$ cat src/nct_pkg.sv
`timescale 1ns / 1ps
package nct_pkg;
  localparam int TRACK_SLOTS_DEF = 32;
  localparam logic [11:0] MATCH_DIST_RST = 12'd50;
  localparam logic [7:0] LOST_LIMIT_RST = 8'd5;

  localparam logic CMD_DET = 1'b0;
  localparam logic CMD_EOF = 1'b1;

  localparam logic [2:0] ST_MATCHED = 3'd0;
  localparam logic [2:0] ST_NEW = 3'd1;
  localparam logic [2:0] ST_DROPPED = 3'd2;
  localparam logic [2:0] ST_REPORT = 3'd3;
  localparam logic [2:0] ST_EMPTY = 3'd4;

  localparam logic REG_MATCH_DIST = 1'b0;
  localparam logic REG_LOST_LIMIT = 1'b1;

  // one queued word between front and back; doubled centers reach 3*4095
  typedef struct packed {
    logic cmd;
    logic [11:0] box_x;
    logic [11:0] box_y;
    logic [11:0] box_w;
    logic [11:0] box_h;
    logic [7:0] class_id;
    logic [13:0] cx;
    logic [13:0] cy;
  } job_t;

  typedef enum logic [3:0] {
    S_IDLE, S_SCAN_RD, S_SCAN, S_DECIDE, S_AGE, S_PURGE_RD, S_PURGE_CHK,
    S_MOVE, S_REPORT_RD, S_REPORT
  } bk_state_e;
endpackage

$ cat src/nct_front.sv
`timescale 1ns / 1ps
module nct_front import nct_pkg::*; (
  input  logic        clk_i,
  input  logic        rst_ni,
  input  logic        start_i,
  output logic        busy_o,
  input  logic        cmd_i,
  input  logic [11:0] box_x_i,
  input  logic [11:0] box_y_i,
  input  logic [11:0] box_w_i,
  input  logic [11:0] box_h_i,
  input  logic [7:0]  class_id_i,
  output logic        job_valid_o,
  output job_t        job_o,
  input  logic        job_take_i
);
  // two-entry queue; busy when full
  job_t       q_mem [2];
  logic       wr_q, rd_q;
  logic [1:0] cnt_q;
  logic       push, pop;
  job_t       job_in;

  always_comb begin
    job_in.cmd = cmd_i;
    job_in.box_x = box_x_i;
    job_in.box_y = box_y_i;
    job_in.box_w = box_w_i;
    job_in.box_h = box_h_i;
    job_in.class_id = class_id_i;
    job_in.cx = {1'b0, box_x_i, 1'b0} + {2'b00, box_w_i};
    job_in.cy = {1'b0, box_y_i, 1'b0} + {2'b00, box_h_i};
  end

  assign busy_o = cnt_q[1];
  assign push = start_i && !busy_o;
  assign job_valid_o = cnt_q != 2'd0;
  assign pop = job_valid_o && job_take_i;
  assign job_o = q_mem[rd_q];

  always_ff @(posedge clk_i) begin
    if (push) q_mem[wr_q] <= job_in;
  end

  always_ff @(posedge clk_i or negedge rst_ni) begin
    if (!rst_ni) begin
      wr_q <= 1'b0;
      rd_q <= 1'b0;
      cnt_q <= 2'd0;
    end else begin
      if (push) wr_q <= ~wr_q;
      if (pop) rd_q <= ~rd_q;
      cnt_q <= cnt_q + {1'b0, push} - {1'b0, pop};
    end
  end
endmodule

$ cat config.mk
export PLATFORM = sky130hd
export DESIGN_NAME = nct_front
export DESIGN_NICKNAME = d
export VERILOG_FILES = /design/src/nct_pkg.sv /design/src/nct_front.sv
export SDC_FILE = /design/constraint.sdc
export NUM_CORES = 1
export LEC_CHECK = 0
export ABC_AREA = 1
export BUFFER_PORTS_ARGS = -buffer_cell sky130_fd_sc_hd__buf_4
export CORE_ASPECT_RATIO = 0.75
export CORE_MARGIN = 5
export CORE_UTILIZATION = 35
export CTS_BUF_LIST = sky130_fd_sc_hd__clkbuf_16
export CTS_CLUSTER_DIAMETER = 60
export DETAILED_ROUTE_END_ITERATION = 6
export PLACE_DENSITY = 0.67
export SLEW_MARGIN = 5
export SYNTH_ARGS = -nofsm -noshare
export SYNTH_HDL_FRONTEND = slang
export SYNTH_SLANG_ARGS = --single-unit
export TNS_END_PERCENT = 30
$ cat constraint.sdc
create_clock -name clk_i -period 6.1 [get_ports clk_i]
set_clock_uncertainty 0.1 [all_clocks]
set_input_delay 1.22 -clock clk_i [delete_from_list [all_inputs] [get_ports clk_i]]
set_output_delay 1.22 -clock clk_i [all_outputs]
set_load 0.01 [all_outputs]
==> flow_metrics.env <==
export IMPL_netlist_cell_type_count=20
export IMPL_ff_latch_area_um2=5090
export IMPL_p_clk_frac=0.261
export IMPL_p_seq_frac=0.393
export IMPL_cts_max_level=4
export IMPL_synth_compound_area_frac=0.00801
export IMPL_initial_core_util=0.355
export IMPL_first_pass_iters=5
export IMPL_max_cap_viol_count=0
export IMPL_grt_max_degree=84
export IMPL_vias_per_cell=4.50
export IMPL_synth_seq_cells=170
export IMPL_drc_errors=0
export IMPL_period_minus_slack_ns=3.75
export IMPL_numCtsBuffers=17
export IMPL_power_switching_mw=1.37
export IMPL_end_kind="output pin"
export IMPL_multi_input_area_um2=2150
export IMPL_die_x_um=179
export IMPL_cp_data_required_time_ns=4.78
export IMPL_wl_per_cell_um=15.0
export IMPL_pwr_density_cell_nw_per_um2=436
export IMPL_p_leak_nw=4.25
export IMPL_combPwrFrac=0.347
export IMPL_fin_nets=932
export IMPL_intPower_mw=2.76
export IMPL_synthMuxAreaShare=0
export IMPL_layoutNonFillerInstCount=1146
export IMPL_dpl_hpwl_um=11700
export IMPL_slew_viol_final=0
export IMPL_cts_max_path_buffers=2
export IMPL_cts_sink_count=170
export IMPL_initialDrtViolationCount=503
export IMPL_vias=5156
export IMPL_cts_root_buf="clkbuf_16"
export IMPL_irDropWorstVdd_uv=229
export IMPL_finalSetupViolations=0
export IMPL_drive_gt1_frac=0.220
export IMPL_synth_top_family_by_area="simple AND/OR/NAND/NOR gates"
export IMPL_seq_area_frac_synth=0.678
export IMPL_crit_path_max_fanout=43
export IMPL_cts_tree="done"
export IMPL_max_freq_mhz=267
export IMPL_final_cell_mix="nand2_1 (351), edfxtp_1 (166), buf_4 (151), inv_1 (50), ha_1 (24)"
export IMPL_syn_to_final_growth_pct=26.6
export IMPL_n_fill_cell=1960
export IMPL_syn_nets=782
export IMPL_p_sw_frac=0.332
export IMPL_dpl_cell_count=1114
export IMPL_period_share=0.615
export IMPL_die_area_um2=24500
export IMPL_dpl_cell_area_um2=8910
export IMPL_hold_viol_final=0
export IMPL_antenna_found_initial=0
export IMPL_worst_pin_slew_ns=1.16
export IMPL_clk_latency_ns=0.42
export IMPL_syn_inst=695
export IMPL_synth_area_um2=7500
export IMPL_synthAdderAreaFrac=0.0454
export IMPL_synth_xor_area_frac=0.0187
export IMPL_grt_pass1_vias=5056
export IMPL_wl_um=17100
export IMPL_postSynthAreaPerCell_um2=10.8
export IMPL_worstSetupPathType="register to output pin"
export IMPL_clk_pin_slew_ns=0.06
export IMPL_maxSlewHeadroom=0.224
export IMPL_postCtsHoldBufs=0
export IMPL_final_area_um2=9490
export IMPL_dieHeight_um=137
export IMPL_place_congestion=0.852
export IMPL_io_pins=148
export IMPL_critPathLaunchType="register"
export IMPL_status="completed"
export IMPL_setup_tns_final_ns=0
export IMPL_yosysWarningCount=0
export IMPL_layout_commonest_cell="nand2_1"
export IMPL_grt_first_pass_wirelength_um=26800
export IMPL_rsz0062_at_grt="no"
export IMPL_port_buffers=147
export IMPL_post_cts_buffers=0
export IMPL_grt_usage=0.143
export IMPL_row_count=46
export IMPL_n_antenna_cell=0
export IMPL_gr_total_overflow=0
export IMPL_core_area_um2=21100
export IMPL_hold_path_class="register to register"
export IMPL_postRouteAntennaNets=0
export IMPL_postCtsResizedCells=0
export IMPL_cp_arrival_ns=2.43
export IMPL_synthSimpleGateAreaFrac=0.213
## synth_stat cells
cell / n / area (um^2)
nand2_1: 351 / 1320
edfxtp_1: 166 / 4980
inv_1: 47 / 176
ha_1: 24 / 300
nand3_1: 18 / 90.1
nor2_1: 18 / 67.6
buf_2: 15 / 75.1
xor2_1: 15 / 131
a21oi_1: 10 / 50.1
nand4_1: 8 / 50.1
dfrtp_1: 4 / 100
nand3_2: 4 / 40.0
clkbuf_1: 3 / 11.3
buf_4: 2 / 15.0
fa_1: 2 / 40.0
nand2_2: 2 / 12.5
nor3_1: 2 / 10.0
o21ai_0: 2 / 10.0
or2_2: 1 / 6.26
xnor2_1: 1 / 8.76
## worst paths after layout
| path | start | endpoint | slack (ns) | cells past startpoint |
|---|---|---|---|---|
| min in group asynchronous | rst_ni | cnt_q[1]$_DFF_PN0_ | 0.49 | 1 |
| worst min register to register | cnt_q[0]$_DFF_PN0_ | cnt_q[0]$_DFF_PN0_ | 0.40 | 1 |
| worst max-delay path | rd_q$_DFFE_PN0P_ | job_o[23] | 2.35 | 5 |
| max in group asynchronous | rst_ni | rd_q$_DFFE_PN0P_ | 5.29 | 1 |
| worst min-delay path | cnt_q[0]$_DFF_PN0_ | cnt_q[0]$_DFF_PN0_ | 0.40 | 1 |
| worst max register to register | cnt_q[1]$_DFF_PN0_ | q_mem[0][21]$_DFFE_PP_ | 3.66 | 4 |
## metrics by stage
stage / util / power [mW] / hold slack, ns / setup WS, ns
2_1_floorplan: - / 2.43 / 0.370 / 0.681
3_3_place_gp: 0.422 / 3.09 / 0.390 / 2.78
3_5_place_dp: 0.422 / 3.11 / 0.394 / 2.72
4_1_cts: 0.449 / 4.20 / 0.408 / 2.26
5_1_grt: 0.449 / 4.41 / 0.441 / 2.13
6_report: 0.449 / 4.13 / 0.402 / 2.35
## registers in the layout, summed over array words and instances, names as in the netlist
| register | flops |
|---|---|
| cnt_q | 2 |
| q_mem | 166 |
| rd_q | 1 |
| wr_q | 1 |
## cell families after synthesis
group	after synthesis
AO/OA/AOI/OAI	12
AND/OR/NAND/NOR	404
buffers and inverters	67
adder cells (fa/ha/maj)	26
XOR/XNOR	16
flip-flops	170
## metal layers
| layer | routed length [um] | up-vias | part of all wire | track usage |
|---|---|---|---|---|
| li1 | - | 2580 | - | - |
| met1 | 8620 | 2404 | 0.50 | 0.211 |
| met2 | 7150 | 165 | 0.42 | 0.203 |
| met3 | 1290 | 7 | 0.075 | 0.0456 |
| met4 | 96 | 0 | 0.0056 | 0.0358 |
| met5 | 0 | - | 0 | 0 |
## power by group through the flow
| stage | sequential [mW] | combinational (mW) | clock, mW |
|---|---|---|---|
| 6_report | 1.62 | 1.43 | 1.08 |
| 5_1_grt | 1.64 | 1.61 | 1.16 |
| 4_1_cts | 1.62 | 1.47 | 1.11 |
| 3_5_place_dp | 1.65 | 1.46 | 0 |
| 3_3_place_gp | 1.64 | 1.45 | 0 |
| 2_1_floorplan | 1.65 | 0.784 | 0 |
## critical path: stages, from the launching register on
cell and delay (ns):
dfrtp_2 0.50, inv_2 0.57, buf_4 0.53, nand2_1 0.11
nand2_1 0.10, buf_4 0.12
## cell type report
type | count | share of cell area
inverters | 47 | 0.0186
clock inverters | 15 | 0.0169
well taps | 288 | 0.0380
multi-input cells | 458 | 0.226
clock buffers | 17 | 0.0448
repair buffers | 151 | 0.119
flip-flops and latches | 170 | 0.536
Note: power is estimated with default switching activity, not from simulation.
