## src/nct_pkg.sv

```systemverilog
`timescale 1ns / 1ps
package nct_pkg;
  localparam int TRACK_SLOTS_DEF = 32;
  localparam logic [11:0] MATCH_DIST_RST = 12'd50;
  localparam logic [7:0] LOST_LIMIT_RST = 8'd5;

  localparam logic CMD_DET = 1'b0;
  localparam logic CMD_EOF = 1'b1;

  localparam logic [2:0] ST_MATCHED = 3'd0;
  localparam logic [2:0] ST_NEW = 3'd1;
  localparam logic [2:0] ST_DROPPED = 3'd2;
  localparam logic [2:0] ST_REPORT = 3'd3;
  localparam logic [2:0] ST_EMPTY = 3'd4;

  localparam logic REG_MATCH_DIST = 1'b0;
  localparam logic REG_LOST_LIMIT = 1'b1;

  // one queued word between front and back; doubled centers reach 3*4095
  typedef struct packed {
    logic cmd;
    logic [11:0] box_x;
    logic [11:0] box_y;
    logic [11:0] box_w;
    logic [11:0] box_h;
    logic [7:0] class_id;
    logic [13:0] cx;
    logic [13:0] cy;
  } job_t;

  typedef enum logic [3:0] {
    S_IDLE, S_SCAN_RD, S_SCAN, S_DECIDE, S_AGE, S_PURGE_RD, S_PURGE_CHK,
    S_MOVE, S_REPORT_RD, S_REPORT
  } bk_state_e;
endpackage

```

## src/nct_back.sv

```systemverilog
`timescale 1ns / 1ps
module nct_back import nct_pkg::*; #(
  parameter int TRACK_SLOTS = TRACK_SLOTS_DEF
) (
  input  logic        clk_i,
  input  logic        rst_ni,
  input  logic        job_valid_i,
  input  job_t        job_i,
  output logic        job_take_o,
  input  logic [11:0] match_distance_i,
  input  logic [7:0]  lost_limit_i,
  output logic        result_valid_o,
  output logic [2:0]  status_o,
  output logic [15:0] track_id_o,
  output logic [11:0] out_x_o,
  output logic [11:0] out_y_o,
  output logic [11:0] out_w_o,
  output logic [11:0] out_h_o,
  output logic [7:0]  out_class_o,
  output logic [7:0]  lost_count_o,
  output logic        last_o
);
  localparam int IW = (TRACK_SLOTS > 1) ? $clog2(TRACK_SLOTS) : 1;
  localparam int CW = $clog2(TRACK_SLOTS + 1);
  localparam int RW = 16 + 48 + 28 + 8 + 8;

  // slot record: id, box, center, lost, class
  logic [RW-1:0] mem [TRACK_SLOTS];
  logic [RW-1:0] rd_data_q;
  logic [IW-1:0] rd_addr;
  logic          wr_en;
  logic [IW-1:0] wr_addr;
  logic [RW-1:0] wr_data;
  logic [TRACK_SLOTS-1:0] upd_q, upd_d;

  bk_state_e state_q, state_d;
  job_t      job_q, job_d;
  logic [CW-1:0] live_q, live_d, j_q, j_d;
  logic [15:0] idc_q, idc_d;
  logic [28:0] best_q, best_d;
  logic [IW-1:0] bslot_q, bslot_d;
  logic found_q, found_d;

  logic [15:0] r_id;
  logic [13:0] r_cx, r_cy;
  logic [7:0]  r_lost;
  logic [13:0] dx, dy;
  logic [27:0] dxx, dyy;
  logic [28:0] d2;
  logic [23:0] thr;

  logic        res_v_d, res_v_q, res_last_d, res_last_q;
  logic [2:0]  res_st_d, res_st_q;
  logic [RW-1:0] res_rec_d, res_rec_q;

  // id of the matched slot, fetched during the scan
  logic [15:0] mem_id_hold, hold_q;
  logic        age_ph_q;
  assign mem_id_hold = hold_q;

  assign r_id = rd_data_q[RW-1 -: 16];
  assign r_cx = rd_data_q[43:30];
  assign r_cy = rd_data_q[29:16];
  assign r_lost = rd_data_q[15:8];
  assign dx = (job_q.cx >= r_cx) ? job_q.cx - r_cx : r_cx - job_q.cx;
  assign dy = (job_q.cy >= r_cy) ? job_q.cy - r_cy : r_cy - job_q.cy;
  assign dxx = {14'd0, dx} * {14'd0, dx};
  assign dyy = {14'd0, dy} * {14'd0, dy};
  assign d2 = {1'b0, dxx} + {1'b0, dyy};
  assign thr = {12'd0, match_distance_i} * {12'd0, match_distance_i};

  always_ff @(posedge clk_i) begin
    if (wr_en) mem[wr_addr] <= wr_data;
    rd_data_q <= mem[rd_addr];
  end

  always_comb begin
    state_d = state_q;
    unique case (state_q)
      S_IDLE: if (job_valid_i) state_d = (job_i.cmd == CMD_EOF) ? S_AGE : S_SCAN_RD;
      S_SCAN_RD: state_d = (j_q < live_q) ? S_SCAN : S_DECIDE;
      S_SCAN: state_d = S_SCAN_RD;
      S_DECIDE: state_d = S_IDLE;
      S_AGE: state_d = (j_q < live_q) ? S_AGE : S_PURGE_RD;
      S_PURGE_RD: state_d = (j_q < live_q) ? S_PURGE_CHK : S_REPORT_RD;
      S_PURGE_CHK: state_d = S_PURGE_RD;
      S_MOVE: state_d = S_PURGE_RD;
      S_REPORT_RD: state_d = (live_q == '0) ? S_IDLE : S_REPORT;
      S_REPORT: state_d = (j_q < live_q) ? S_REPORT : S_IDLE;
      default: state_d = S_IDLE;
    endcase
    if (state_q == S_PURGE_CHK && r_lost > lost_limit_i) state_d = S_MOVE;
  end

  always_comb begin
    job_d = job_q; live_d = live_q; j_d = j_q; idc_d = idc_q;
    best_d = best_q; bslot_d = bslot_q; found_d = found_q; upd_d = upd_q;
    job_take_o = 1'b0; wr_en = 1'b0; wr_addr = j_q[IW-1:0]; wr_data = rd_data_q;
    rd_addr = j_q[IW-1:0];
    res_v_d = 1'b0; res_last_d = 1'b1; res_st_d = ST_MATCHED; res_rec_d = rd_data_q;
    unique case (state_q)
      S_IDLE: begin
        j_d = '0;
        if (job_valid_i) begin
          job_take_o = 1'b1; job_d = job_i;
          best_d = {3'b000, thr, 2'b00}; found_d = 1'b0; bslot_d = '0;
        end
      end
      S_SCAN_RD: begin
        j_d = j_q + CW'(1);
      end
      S_SCAN: begin
        if (d2 < best_q) begin
          best_d = d2; bslot_d = IW'(j_q - CW'(1)); found_d = 1'b1;
        end
      end
      S_DECIDE: begin
        res_v_d = 1'b1;
        wr_data = {16'd0, job_q.box_x, job_q.box_y, job_q.box_w, job_q.box_h,
                   job_q.cx, job_q.cy, 8'd0, job_q.class_id};
        if (found_q) begin
          wr_en = 1'b1; wr_addr = bslot_q;
          upd_d[bslot_q] = 1'b1;
          wr_data[RW-1 -: 16] = mem_id_hold;
          res_st_d = ST_MATCHED;
        end else if (live_q < CW'(TRACK_SLOTS)) begin
          wr_en = 1'b1; wr_addr = live_q[IW-1:0];
          wr_data[RW-1 -: 16] = idc_q;
          upd_d[live_q[IW-1:0]] = 1'b0;
          idc_d = idc_q + 16'd1; live_d = live_q + CW'(1);
          res_st_d = ST_NEW;
        end else begin
          wr_data = '0; res_st_d = ST_DROPPED;
        end
        res_rec_d = wr_data;
      end
      S_AGE: begin
        // read-modify-write, a read phase then a write phase per slot: read ahead
        rd_addr = j_q[IW-1:0];
        if (age_ph_q) begin
          wr_en = 1'b1; wr_addr = IW'(j_q);
          wr_data = rd_data_q;
          if (!upd_q[j_q[IW-1:0]] && r_lost != 8'hFF) wr_data[15:8] = r_lost + 8'd1;
          j_d = j_q + CW'(1);
        end
        if (j_q >= live_q) j_d = '0;
      end
      S_PURGE_RD: rd_addr = j_q[IW-1:0];
      S_PURGE_CHK: begin
        rd_addr = IW'(live_q - CW'(1));
        if (!(r_lost > lost_limit_i)) j_d = j_q + CW'(1);
      end
      S_MOVE: begin
        wr_en = 1'b1; wr_addr = j_q[IW-1:0]; wr_data = rd_data_q;
        live_d = live_q - CW'(1);
      end
      S_REPORT_RD: begin
        upd_d = '0; j_d = '0; rd_addr = '0;
        if (live_q == '0) begin
          res_v_d = 1'b1; res_st_d = ST_EMPTY; res_rec_d = '0;
        end else begin
          j_d = CW'(1); rd_addr = '0;
        end
      end
      S_REPORT: begin
        rd_addr = j_q[IW-1:0];
        res_v_d = 1'b1; res_st_d = ST_REPORT; res_rec_d = rd_data_q;
        res_last_d = (j_q == live_q);
        j_d = j_q + CW'(1);
      end
      default: ;
    endcase
  end

  always_ff @(posedge clk_i or negedge rst_ni) begin
    if (!rst_ni) begin
      state_q <= S_IDLE; live_q <= '0; j_q <= '0; idc_q <= '0; found_q <= 1'b0;
      upd_q <= '0; res_v_q <= 1'b0; age_ph_q <= 1'b0;
    end else begin
      state_q <= state_d; live_q <= live_d; j_q <= j_d; idc_q <= idc_d;
      found_q <= found_d; upd_q <= upd_d; res_v_q <= res_v_d;
      age_ph_q <= (state_q == S_AGE) ? ~age_ph_q : 1'b0;
    end
  end

  always_ff @(posedge clk_i) begin
    job_q <= job_d; best_q <= best_d; bslot_q <= bslot_d;
    if (state_q == S_SCAN && d2 < best_q) hold_q <= r_id;
    res_st_q <= res_st_d; res_rec_q <= res_rec_d; res_last_q <= res_last_d;
  end

  assign result_valid_o = res_v_q;
  assign status_o = res_st_q;
  assign last_o = res_last_q;
  assign track_id_o = res_rec_q[RW-1 -: 16];
  assign out_x_o = res_rec_q[RW-17 -: 12];
  assign out_y_o = res_rec_q[RW-29 -: 12];
  assign out_w_o = res_rec_q[RW-41 -: 12];
  assign out_h_o = res_rec_q[RW-53 -: 12];
  assign out_class_o = res_rec_q[7:0];
  assign lost_count_o = res_rec_q[15:8];
endmodule

```

## config.mk

```make
export PLATFORM = sky130hd
export DESIGN_NAME = nct_back
export DESIGN_NICKNAME = d
export VERILOG_FILES = /design/src/nct_pkg.sv /design/src/nct_back.sv
export SDC_FILE = /design/constraint.sdc
export NUM_CORES = 2
export LEC_CHECK = 0
export BUFFER_PORTS_ARGS = -buffer_cell sky130_fd_sc_hd__buf_2
export CAP_MARGIN = 5
export CORE_ASPECT_RATIO = 1.2
export CORE_MARGIN = 8
export CORE_UTILIZATION = 50
export CTS_CLUSTER_DIAMETER = 150
export DETAILED_ROUTE_END_ITERATION = 7
export GPL_TIMING_DRIVEN = 0
export HOLD_SLACK_MARGIN = 0.06
export PLACE_DENSITY = 0.73
export SLEW_MARGIN = 10
export SYNTH_ARGS = -nofsm -noshare
export SYNTH_HDL_FRONTEND = slang
export SYNTH_SLANG_ARGS = --single-unit
```

## constraint.sdc

```tcl
create_clock -name clk_i -period 14.97 [get_ports clk_i]
set_input_delay 2.2455 -clock clk_i [delete_from_list [all_inputs] [get_ports clk_i]]
set_output_delay 2.2455 -clock clk_i [all_outputs]
set_load 0.01 [all_outputs]
```

==> impl_table.tex <==
\begin{tabular}{lr}
\hline
Metric & Value \\
\hline
\multicolumn{2}{l}{\textbf{STA}} \\
Clock period minus worst slack & around 13 ns \\
Number of max-slew violations in the final report & 11 \\
Worst Tran Pin Value & 1.51 ns \\
Count of endpoints failing hold in the final timing report & 0 \\
Setup TNS & 0 ns \\
Unrepaired setup endpoints after global routing & no \\
Final worst-path cycle share & 0.891 \\
Tightest slew margin relative to the limit & -0.00560 \\
Fin Clk Skew & 0.0586 ns \\
Final-report setup violation count & 0 \\
Peak clock frequency supported by timing & 75.0 MHz \\
\multicolumn{2}{l}{\textbf{Synthesis}} \\
Most frequent cell after synthesis & edfxtp\_1 \\
Synth Instances & just under 9000 \\
Synth warnings & 0 \\
Cell types occupying the most area after synthesis & edfxtp\_1 (66\%), mux4\_2 (12\%), fa\_1 (4.5\%) \\
Register area share after synthesis & 0.691 \\
Cell type with the highest aggregate area in the netlist & edfxtp\_1 \\
Count of flip-flops with a built-in enable after synthesis & 3590 \\
Syn Area/Cell & about 18 sq um \\
Most used standard cells in the synthesized netlist & edfxtp\_1 (3590), mux4\_2 (874), nand2\_1 (607) \\
Area share of the leading cell type in the synthesized netlist & 0.658 \\
Flop and latch count out of synthesis & just under 4000 \\
Post-synthesis instance area & 164000 sq um \\
Synth Flop Type & edfxtp\_1 \\
Nets in the synthesized netlist & 9681 \\
Post-synth cell types & 90 \\
Fraction of synthesis flops using an asynchronous set or reset pin & 0.0174 \\
\multicolumn{2}{l}{\textbf{Detailed routing}} \\
Number of iterations in the first detailed-routing pass & 6 \\
Mean routed wirelength per cell & 34.7 um \\
Vias after detailed routing & $\sim$94000 \\
DRT Wirelength & 499000 um \\
Detail Route Antenna Nets & 0 \\
Vias per Instance & 6.50 \\
Remaining DRCs & 0 \\
Number of DRC markers in iteration 0 & approximately 15000 \\
\multicolumn{2}{l}{\textbf{Place}} \\
Buffers added on ports & between 150 and 200 \\
Instance count after placement with tap cells included & 13700 \\
Placed standard-cell area & 177000 sq um \\
Final estimated routing congestion in global placement & 0.894 \\
Post-detail-place hpwl & approximately 340000 um \\
\multicolumn{2}{l}{\textbf{Worst setup path}} \\
Reg2reg start & rd\_data\_q[40] \\
Worst setup path start & rd\_data\_q[40] \\
Data required time of the critical path & 15.46 ns \\
CP max stage cell & xnor2\_1 \\
Capture instance of the worst register-to-register path & hold\_q[13] \\
Setup crit start kind & flip-flop \\
Worst Setup End Kind & flip-flop \\
CP most frequent cell & fa\_1 \\
Register-to-register setup slack & 1.63 ns \\
Critical path type & flip-flop to flip-flop \\
Max stage delay on crit path & 0.74 ns \\
Biggest fanout along the worst timing path & 16 \\
Crit path DAT & 13.83 ns \\
Worst reg-to-reg path cell count & 40 \\
\multicolumn{2}{l}{\textbf{CTS}} \\
Clk root buf & clkbuf\_16 \\
Clk Latency, worst-skew pair & 0.93 ns \\
CTS tree & yes \\
Num CTS Buffers & 369 \\
H-tree lvl count & 5 \\
TritonCTS sink count & 3849 \\
Number of post-CTS setup repair buffers & 0 \\
Clock slew at reported path FFs & around 0.070 ns \\
Hold buffer count at CTS & 0 \\
Buffer levels on the longest clock path & 4 \\
Number of cells upsized or downsized after cts & 0 \\
\multicolumn{2}{l}{\textbf{Global routing}} \\
Global Route Usage Sum & 0.281 \\
Pin count of the biggest net entering global routing & 59 \\
First-pass GRT wire length & 698000 um \\
Number of antenna violations at the first check in global routing & 38 \\
Vias in the first global route & 95800 \\
Grt ovf & 0 \\
\multicolumn{2}{l}{\textbf{Floorplan}} \\
Area of the die & 346000 sq um \\
Placeable core region & 327000 sq um \\
Placement Rows & 230 \\
I/O pin count & between 150 and 200 \\
Die span in x & about 540 um \\
Initial core utilization & 0.502 \\
Height of the chip & 643 um \\
\multicolumn{2}{l}{\textbf{Layout}} \\
Final cell area excluding filler cells & 189000 sq um \\
Sequential cell area & approximately 110000 sq um \\
Fraction of layout cells with a size suffix above 1 & 0.229 \\
Layout Area Growth over Synthesis & 15.2\% \\
Post-layout nets & 10500 \\
Number of standard cells in the layout, taps in and fillers out & around 14000 \\
Multi-input gate area in the final layout & 46800 sq um \\
Fill cell count & 23200 \\
\multicolumn{2}{l}{\textbf{Worst hold path}} \\
Cell depth of the worst hold path & 0 \\
End point of the worst hold path & hold\_q[7] \\
Worst hold-check path type & flip-flop to flip-flop \\
Startpoint of the most critical hold path & rd\_data\_q[99] \\
\multicolumn{2}{l}{\textbf{Outcome}} \\
Violations in the final reports & capacitance limit, slew limit \\
Run status & complete, but fails checks \\
\multicolumn{2}{l}{\textbf{Run}} \\
Number of violations of the max-capacitance limit & 1 \\
\hline
\end{tabular}
## flip-flops by register name (all words and copies together) (netlist names)
signal and cells:
age_ph_q 1, hold_q 16, idc_q 16, mem 3456, rd_data_q 108, last_o 1, result_valid_o 1, res_rec_q 80
best_q 29, j_q 6, live_q 6, bslot_q 5, upd_q 32, found_q 1, job_q 84, status_o 3
state_q 4
## critical path: cells and delay by family, from the launching register on
| kind | cells | cell delay, ns |
|---|---|---|
| buffers and inverters | 10 | 2.21 |
| xor gates and xnor gates | 2 | 0.90 |
| AOI/OAI and AO/OA | 10 | 2.63 |
| and+or+nand+nor | 8 | 1.88 |
| adders and majority gates | 10 | 4.68 |
| DFF | 1 | 0.56 |
## logic make-up after synthesis
| family | after synthesis | synth area share |
|---|---|---|
| flops | 3849 | 0.691 |
| simple gates | 1238 | 0.0331 |
| mux | 1136 | 0.136 |
| buf+inv | 1034 | 0.0261 |
| compound gates | 854 | 0.0383 |
| fa+ha+maj | 673 | 0.0684 |
| xor+xnor | 116 | 0.00650 |
## how the worst max path moves through the flow
stage,end,slack (ns),cells past startpoint
2_1_floorplan,best_q[0],3.95,39
3_3_place_gp,best_q[9],-0.94,38
3_5_place_dp,hold_q[13],1.75,40
4_1_cts,hold_q[3],1.68,40
5_1_grt,hold_q[1],1.06,40
6_report,hold_q[13],1.63,40
## through the flow
step	setup WS, ns	utilization	hold slack [ns]
after detailed placement	1.75	0.540	0.416
after CTS	1.68	0.578	0.430
after floorplan	3.95	-	0.408
final	1.63	0.578	0.433
after global routing	1.06	0.578	0.439
after global placement	-0.943	0.521	0.414
## cell type report
class	instances	area share
multi-input cells	4017	0.248
diodes	62	0.000821
clock buffers	475	0.0537
plain buffers	437	0.0110
well taps	4292	0.0284
inverters	597	0.0119
repair buffers	468	0.0355
flip-flops and latches	3849	0.600
clock inverters	203	0.0107
## cell usage in the layout, fill, tap and decap left out, drive strengths merged, types with 13 or more instances in the layout
master,instances
o21bai,16
dfrtp,67
a32o,71
nand4,17
clkinv,140
mux2,13
nor2,272
a311o,24
xnor2,78
xor2,38
a21o,48
mux4,874
o21a,15
and2,65
a31oi,20
edfxtp,3590
bufinv,31
buf,715
diode,62
a211o,14
clkinvlp,17
clkbuf,665
fa,371
a21oi,188
a22o,130
nand2,607
or2,28
inv,612
nand2b,38
o21ai,106
nand3,102
dfxtp,192
a211oi,50
nor2b,17
a221oi,78
mux2i,249
o221ai,14
ha,302
nor3,42
## routing by layer
| metal | GRT usage | part of all wire | up-vias |
|---|---|---|---|
| met4 | 0.155 | 0.066 | 18 |
| met5 | 0 | 0.00033 | - |
| met2 | 0.448 | 0.47 | 7449 |
| met3 | 0.0818 | 0.13 | 1519 |
| met1 | 0.348 | 0.34 | 48100 |
| li1 | - | - | 36600 |
Power is not shown: default switching activity piles up to over one toggle a cycle in this logic, so the estimate is an artifact.
